===== config.mk =====
export PLATFORM = sky130hd
export DESIGN_NAME = line_substring_search
export DESIGN_NICKNAME = d
export VERILOG_FILES = /design/src/rtl/core/lss_pkg.sv /design/src/rtl/core/lss_cell.sv /design/src/rtl/core/line_substring_search.sv
export SDC_FILE = /design/constraint.sdc
export NUM_CORES = 2
export LEC_CHECK = 0
export BUFFER_PORTS_ARGS = -buffer_cell sky130_fd_sc_hd__buf_4
export CELL_PAD_IN_SITES_DETAIL_PLACEMENT = 1
export CELL_PAD_IN_SITES_GLOBAL_PLACEMENT = 1
export CORE_ASPECT_RATIO = 1.4
export CORE_MARGIN = 3
export CORE_UTILIZATION = 30
export CTS_CLUSTER_SIZE = 16
export DETAILED_ROUTE_END_ITERATION = 10
export PLACE_DENSITY_LB_ADDON = 0.12
export SLEW_MARGIN = 20
export SYNTH_ARGS = -nofsm -noshare
export SYNTH_HDL_FRONTEND = slang
export SYNTH_SLANG_ARGS = --single-unit

===== constraint.sdc =====
create_clock -name clk_i -period 7 [get_ports clk_i]
set_input_delay 0.35 -clock clk_i [delete_from_list [all_inputs] [get_ports clk_i]]
set_output_delay 0.35 -clock clk_i [all_outputs]
set_load 0.02 [all_outputs]

===== src/rtl/core/lss_pkg.sv =====
`default_nettype none

package lss_pkg;

  // sizing
  localparam int unsigned PATTERN_MAX = 64;
  localparam int unsigned LINE_LIMIT  = 4096;
  localparam int unsigned PTR_W       = $clog2(PATTERN_MAX);
  localparam int unsigned CNT_W       = $clog2(PATTERN_MAX + 1);
  localparam int unsigned LINE_W      = $clog2(LINE_LIMIT) + 1;
  localparam int unsigned WIN_W       = PATTERN_MAX * 8;

  // fixed field widths
  localparam int unsigned IDX_W    = 12;
  localparam int unsigned CFG_W    = 12;
  localparam int unsigned PLEN_W   = 7;

  // special characters
  localparam logic [7:0] CH_NEWLINE = 8'h0A;
  localparam logic [7:0] CH_RETURN  = 8'h0D;
  localparam logic [7:0] CH_NUL     = 8'h00;

  // command codes
  typedef enum logic [1:0] {
    CMD_PATTERN = 2'd0,
    CMD_TEXT    = 2'd1,
    CMD_END     = 2'd2,
    CMD_RESTART = 2'd3
  } cmd_e;

  // register indexes
  typedef enum logic [0:0] {
    REG_PATTERN_LENGTH = 1'b0,
    REG_FIRST_LINE     = 1'b1
  } reg_e;

  typedef struct packed {
    cmd_e             command;
    logic [7:0]       byte_value;
    logic [PTR_W-1:0] pattern_position;
  } in_t;

  typedef struct packed {
    logic [IDX_W-1:0] line_index;
    logic             line_matched;
    logic             first_hit;
    logic             line_empty;
  } out_t;

  // per cell control
  typedef struct packed {
    logic shift;
    logic pat_we;
  } cell_ctrl_t;

endpackage

`default_nettype wire


===== src/rtl/core/lss_cell.sv =====
`default_nettype none

module lss_cell
  import lss_pkg::*;
(
  input  wire logic       clk_i,
  input  wire logic       rst_ni,
  input  wire cell_ctrl_t ctrl_i,
  input  wire logic [7:0] shift_in_i,
  input  wire logic [7:0] pat_byte_i,
  input  wire logic [7:0] aligned_i,
  output logic      [7:0] win_o,
  output logic            eq_o
);

  logic [7:0] win_q;
  logic [7:0] pat_q;

  // window byte, handed on to the next cell on every visible byte
  always_ff @(posedge clk_i or negedge rst_ni) begin
    if (!rst_ni) begin
      win_q <= '0;
    end else if (ctrl_i.shift) begin
      win_q <= shift_in_i;
    end
  end

  // pattern byte held by this cell
  always_ff @(posedge clk_i) begin
    if (ctrl_i.pat_we) begin
      pat_q <= pat_byte_i;
    end
  end

  // compare against the text byte lined up with this pattern slot
  assign eq_o  = (aligned_i == pat_q);
  assign win_o = win_q;

endmodule

`default_nettype wire


===== src/rtl/core/line_substring_search.sv =====
`default_nettype none

// Line substring search.
// The input channel (in_valid_i / in_stall_o / in_data_i) takes one command
// beat per cycle: pattern byte loads, text bytes, end of text and restart.
// Text is split into lines at newline; a carriage return or a zero byte
// hides the rest of its line. When a line ends, one beat leaves on the
// output channel (out_valid_o / out_stall_i / out_data_o) with the line
// index and the matched, first hit and empty flags.
// Throughput is one input beat per cycle while in_stall_o is low: the window
// compare against all pattern slots runs across the cell row in the cycle the
// byte arrives. The result leaves from the output register in the cycle after
// the ending newline or end-of-text beat.
// The config channel (cfg_valid_i / cfg_ready_o) is always ready and writes
// pattern_length (index 0) or the lowest line index for a first hit
// (index 1); write it only when idle.
// Reset clears the text state, the registers and the output; pattern bytes
// must be loaded before use. While the receiver stalls a waiting result,
// the input is stalled too; otherwise input flows while a result waits.
// After 4096 lines no more results are produced until an end or restart beat.
module line_substring_search
  import lss_pkg::*;
(
  input  wire logic             clk_i,
  input  wire logic             rst_ni,
  input  wire logic             in_valid_i,
  output logic                  in_stall_o,
  input  wire in_t              in_data_i,
  output logic                  out_valid_o,
  input  wire logic             out_stall_i,
  output out_t                  out_data_o,
  input  wire logic             cfg_valid_i,
  output logic                  cfg_ready_o,
  input  wire reg_e             cfg_index_i,
  input  wire logic [CFG_W-1:0] cfg_data_i
);

  logic [PLEN_W-1:0] plen_q;
  logic [IDX_W-1:0]  start_q;
  logic [CNT_W-1:0]  count_q, count_d;
  logic [LINE_W-1:0] line_q;
  logic              hit_q, cut_q, pending_q, reported_q;
  logic              out_valid_q;
  out_t              out_data_q;

  logic [CNT_W-1:0]  plen_eff;
  logic [CNT_W-1:0]  shift_amt;
  logic              accept, below_limit, is_text, is_end, is_restart, is_pat;
  logic              is_nl, is_hide, take, finish_nl, finish_end, finish;
  logic              matched, first, hit_now, all_eq;

  logic [7:0]             win   [PATTERN_MAX];
  logic [7:0]             win_nx[PATTERN_MAX];
  logic [PATTERN_MAX-1:0] eq, len_mask;
  logic [WIN_W-1:0]       rev, aligned;
  cell_ctrl_t             ctrl  [PATTERN_MAX];

  // configuration registers
  assign cfg_ready_o = 1'b1;

  always_ff @(posedge clk_i or negedge rst_ni) begin
    if (!rst_ni) begin
      plen_q  <= '0;
      start_q <= '0;
    end else if (cfg_valid_i) begin
      unique case (cfg_index_i)
        REG_PATTERN_LENGTH: plen_q  <= cfg_data_i[PLEN_W-1:0];
        REG_FIRST_LINE:     start_q <= cfg_data_i[IDX_W-1:0];
        default: ;
      endcase
    end
  end

  assign plen_eff  = (plen_q > CNT_W'(PATTERN_MAX)) ? CNT_W'(PATTERN_MAX) : plen_q;
  assign shift_amt = CNT_W'(PATTERN_MAX) - plen_eff;

  // command decode
  assign in_stall_o  = out_valid_q & out_stall_i;
  assign accept      = in_valid_i & ~in_stall_o;
  assign below_limit = line_q < LINE_W'(LINE_LIMIT);
  assign is_pat      = accept & (in_data_i.command == CMD_PATTERN);
  assign is_text     = accept & (in_data_i.command == CMD_TEXT) & below_limit;
  assign is_end      = accept & (in_data_i.command == CMD_END);
  assign is_restart  = accept & (in_data_i.command == CMD_RESTART);
  assign is_nl       = in_data_i.byte_value == CH_NEWLINE;
  assign is_hide     = (in_data_i.byte_value == CH_RETURN) ||
                       (in_data_i.byte_value == CH_NUL);
  assign take        = is_text & ~is_nl & ~is_hide & ~cut_q;
  assign finish_nl   = is_text & is_nl;
  assign finish_end  = is_end & pending_q & below_limit;
  assign finish      = finish_nl | finish_end;

  // cell row: window shifts by one byte per visible text byte
  for (genvar j = 0; j < PATTERN_MAX; j++) begin : g_cell
    if (j == 0) begin : g_head
      assign win_nx[j] = in_data_i.byte_value;
    end else begin : g_body
      assign win_nx[j] = win[j-1];
    end
    assign rev[j*8 +: 8] = win_nx[PATTERN_MAX-1-j];
    assign len_mask[j]   = CNT_W'(j) < plen_eff;
    assign ctrl[j].shift  = take;
    assign ctrl[j].pat_we = is_pat & (in_data_i.pattern_position == PTR_W'(j));

    lss_cell u_cell (
      .clk_i      (clk_i),
      .rst_ni     (rst_ni),
      .ctrl_i     (ctrl[j]),
      .shift_in_i (win_nx[j]),
      .pat_byte_i (in_data_i.byte_value),
      .aligned_i  (aligned[j*8 +: 8]),
      .win_o      (win[j]),
      .eq_o       (eq[j])
    );
  end

  // line up the newest plen bytes with pattern slots 0 .. plen-1
  assign aligned = rev >> {shift_amt, 3'b000};
  assign all_eq  = &(eq | ~len_mask);

  assign count_d = (count_q < CNT_W'(PATTERN_MAX)) ? count_q + CNT_W'(1) : count_q;
  assign hit_now = take & (plen_eff != '0) & (count_d >= plen_eff) & all_eq;

  assign matched = hit_q | (plen_eff == '0);
  assign first   = matched & ~reported_q & (line_q >= {1'b0, start_q});

  // line state
  always_ff @(posedge clk_i or negedge rst_ni) begin
    if (!rst_ni) begin
      count_q    <= '0;
      line_q     <= '0;
      hit_q      <= 1'b0;
      cut_q      <= 1'b0;
      pending_q  <= 1'b0;
      reported_q <= 1'b0;
    end else begin
      priority if (is_end || is_restart) begin
        count_q    <= '0;
        line_q     <= '0;
        hit_q      <= 1'b0;
        cut_q      <= 1'b0;
        pending_q  <= 1'b0;
        reported_q <= 1'b0;
      end else if (finish_nl) begin
        count_q    <= '0;
        line_q     <= line_q + LINE_W'(1);
        hit_q      <= 1'b0;
        cut_q      <= 1'b0;
        pending_q  <= 1'b0;
        reported_q <= reported_q | first;
      end else if (is_text) begin
        pending_q <= 1'b1;
        if (is_hide) begin
          cut_q <= 1'b1;
        end
        if (take) begin
          count_q <= count_d;
        end
        if (hit_now) begin
          hit_q <= 1'b1;
        end
      end else begin
        count_q <= count_q;
      end
    end
  end

  // output register
  always_ff @(posedge clk_i or negedge rst_ni) begin
    if (!rst_ni) begin
      out_valid_q <= 1'b0;
    end else if (finish) begin
      out_valid_q <= 1'b1;
    end else if (!out_stall_i) begin
      out_valid_q <= 1'b0;
    end
  end

  always_ff @(posedge clk_i) begin
    if (finish) begin
      out_data_q.line_index   <= line_q[IDX_W-1:0];
      out_data_q.line_matched <= matched;
      out_data_q.first_hit    <= first;
      out_data_q.line_empty   <= (count_q == '0);
    end
  end

  assign out_valid_o = out_valid_q;
  assign out_data_o  = out_data_q;

endmodule

`default_nettype wire


==> qor.txt <==
status: complete, but fails checks
failing checks: negative setup slack
Port Buffer Count: 50
post-synth top area cell: edfxtp_1
IO Pins: 52
Clk pin slew, worst setup/hold paths: 60 ps
final hold slack: 57.6 ps
ys flop type: dfrtp_1
Via Count: 104026
maximum clock path buffer count: 4
unrepaired setup endpoints after global routing: false
fin crit share: 103%
setup_tns: -223 ps
post-DR vias/cell: 6.95
Starting Density: 30.2%
post-synthesis register bit count: 1075
Core Footprint: 300000 um^2
setup bufs post-CTS: 0
Mapped Avg Cell Area: 8.76 um^2
first-pass GRT wire length: 999000 um
Period minus WS final: 7220 ps
CP Capture Type: flip-flop
Slew Limit Fails: 0
post-synthesis sequential area ratio: 32.6%
WP data arrival: 8030 ps
DP HPWL: 604000 um
Chip Height: 656 um
final wirelength: 772000 um
Max Fclk: 138 MHz
type of the most critical hold path: input port to async pin
endpoints failing hold: 0
slew margin rel.: 10.4%
Seq pwr share: 19.9%
Syn Nets: 10396
Root Buffer: clkbuf_16
Pre-Repair DR Iteration Count: 6
Switching Share: 53.7%
Final GP Congestion: 1.10
total CTS buffers: 144
Die W: 470 um
pin count of the biggest net entering global routing: 147
number of global-route vias before repair: 99153
Psw: 0.0204 W
Post-DP Area: 103000 um^2
Crit Path Category: flip-flop to flip-flop
antenna violations before repair: 122
startpoint types: flip-flop
Post-Syn Area: 90600 um^2
Synth area leaders: edfxtp_1 17%, dfrtp_1 15%, nand2_1 9.1%, mux2i_1 7.6%, mux4_2 7.4%
die area: 309000 um^2
Core Util, Final: 35.9%
count of cell types in the netlist: 128
clock share of power: 20.5%
GRT overflow: 0
post-route ant nets: 0
Wirelength per Cell: 51.6 um
Worst Tran Pin Value: 1340 ps
# DRC: 0
DR iter-0 viols: 16013
nets@finish: 10882
TritonCTS clock tree: yes
Synth Warn #: 0
H-tree Lvls: 4
leakage: 42.9 nW
Rows: 238
Worst Setup Slack, final: -223 ps
Int Power: 0.0176 W
power per cell area: 353 nW/um^2
GRT Resource Usage Total: 48.2%
Crit Path Max Fanout: 22
placed insts: 14616
ys async rst share: 51.0%
share of cells above drive strength 1: 21.4%
non-filler cells, final: 14965
max cap viols: 0
clock latency on the worst-skew pair: 900 ps
Clock Skews: 50.4 ps
number of synthesized flops with an enable pin: 527
combinational share of power: 59.7%
clk sink count: 1075
Required @ worst endpoint: 7800 ps
Syn Inst Count: 10340
worst vdd ir: 225 uV
Area Overhead vs Synth: 19.0%
post-synth top area share: 17.5%
Final setup viols: 1
Final Cell Area: 108000 um^2
==> power by group through the flow <==
| stage | Combinational [W] | Clock, W | Sequential (W) |
|---|---|---|---|
| final | 0.0227 | 0.00779 | 0.00756 |
| after global routing | 0.0221 | 0.00805 | 0.00757 |
| after CTS | 0.0213 | 0.00787 | 0.00753 |
| after detailed placement | 0.0213 | 0 | 0.00766 |
| after global placement | 0.0211 | 0 | 0.00764 |
| after floorplan | 0.00898 | 0 | 0.00720 |
==> cells by family after synthesis <==
family          after synthesis  share of synthesized area (%)
other cells                   1                        0.00414
compound gates             2598                           20.0
fa+ha+maj                    23                          0.315
buf+inv                    1108                           6.02
flops                      1075                           32.6
simple gates               3973                           19.7
mux                        1282                           18.7
xor+xnor                    280                           2.72
==> through the flow <==
| stage | setup WS [ps] | power, W |
|---|---|---|
| after floorplan | 793 | 0.0162 |
| after global placement | -243 | 0.0288 |
| after detailed placement | -217 | 0.0289 |
| after CTS | 37.1 | 0.0367 |
| after global routing | 26.2 | 0.0377 |
| final | -223 | 0.0381 |
==> final cells by class <==
type	instances	area, um^2
Fill cell	34430	193000
Multi-Input combinational cell	8157	56400
Sequential cell	1075	29500
Timing Repair Buffer	1297	11600
Tap cell	3960	4950
Clock buffer	190	4040
Clock inverter	58	588
Inverter	151	584
Antenna cell	77	193
==> metal layers <==
layer | up-vias | track usage [%] | wire [um]
li1 | 39871 | - | -
met1 | 54173 | 57.5 | 281000
met2 | 7666 | 71.1 | 325000
met3 | 2288 | 12.6 | 78200
met4 | 28 | 43.6 | 87100
met5 | - | 0 | 173
==> path summary, 6_finish.rpt <==
kind                                            startpoint                    endpoint  slack, ps  cells after the start
max in group asynchronous                           rst_ni  g_cell[26].u_cell.win_o[5]       4990                      4
worst min-delay path                                rst_ni                  count_q[3]         60                      2
worst max register to register                   plen_q[6]                       hit_q       -220                     22
min in group clk_i                            in_data_i[9]  g_cell[18].u_cell.pat_q[3]         60                      1
worst min register to register  g_cell[62].u_cell.win_o[7]  g_cell[62].u_cell.win_o[7]        490                      2
worst max-delay path                             plen_q[6]                       hit_q       -220                     22
==> synthesized netlist by cell type (125+ instances only) <==
cell type,count
nor3_1,210
a21oi_1,466
inv_1,147
clkbuf_1,378
a211oi_1,195
dfrtp_1,548
nand2_1,2202
mux2_2,291
buf_2,305
edfxtp_1,527
buf_4,125
nand3_1,251
o22ai_1,176
xnor2_1,140
a22oi_1,126
mux2i_1,691
o21ai_0,421
mux4_2,297
a31oi_1,154
nor2_1,606
xor2_1,139
==> worst max-delay path, cell delays in order (launching register included) <==
cell and delay, ps:
dfrtp_4 530, nor2b_4 200, inv_8 50, ha_4 250, buf_12 200, nand2b_2 450, buf_12 320, a21oi_1 200
buf_4 250, a2111oi_0 930, buf_4 280, a21o_1 480, nor4b_1 360, a2111oi_1 190, a32oi_2 390, nor2_1 70
or4_1 530, nor4_2 190, buf_4 200, nand4_1 150, nor4_2 510, nand4_1 220, o21ai_1 150
==> flip-flops by register name (all words and copies together) (netlist names), 7 cells and up <==
name	count
line_q	13
start_q	12
count_q	7
out_data_o	15
plen_q	7
g_cell.u_cell.pat_q	512
g_cell.u_cell.win_o	504
==> layout by cell type, fill, tap and decap left out, types with 34 or more instances in the layout <==
cell type  count
xnor2_1      140
a22o_1        61
a211o_1       34
xor2_1       138
a22oi_1      126
o32ai_1       72
inv_1        143
a31oi_1      150
nor2_1       565
nor2b_1       34
a221oi_1      90
a21o_1        35
nand2_1     2190
and3_1        68
edfxtp_1     527
mux2_2       291
clkbuf_16    149
buf_4       1126
and2_1        38
nor4_1        75
o22ai_1      176
or3_1         47
o21ai_0      405
diode_2       77
nand4_1      114
o31ai_1       56
a21oi_1      458
mux2i_1      685
nand2b_1      39
nor4b_1       40
dfrtp_1      545
nor3_1       204
o221ai_1      78
o211ai_1     103
buf_12       140
nand3b_1      53
o21a_1        58
mux4_2       297
a211oi_1     188
nand3_1      249
==> timing repair <==
action,CTS,global route
hold endpoints to repair,113,0
resized for setup,2,3
setup endpoints to repair,1,1
hold buffers,22,0
(Power assumes the default switching activity.)
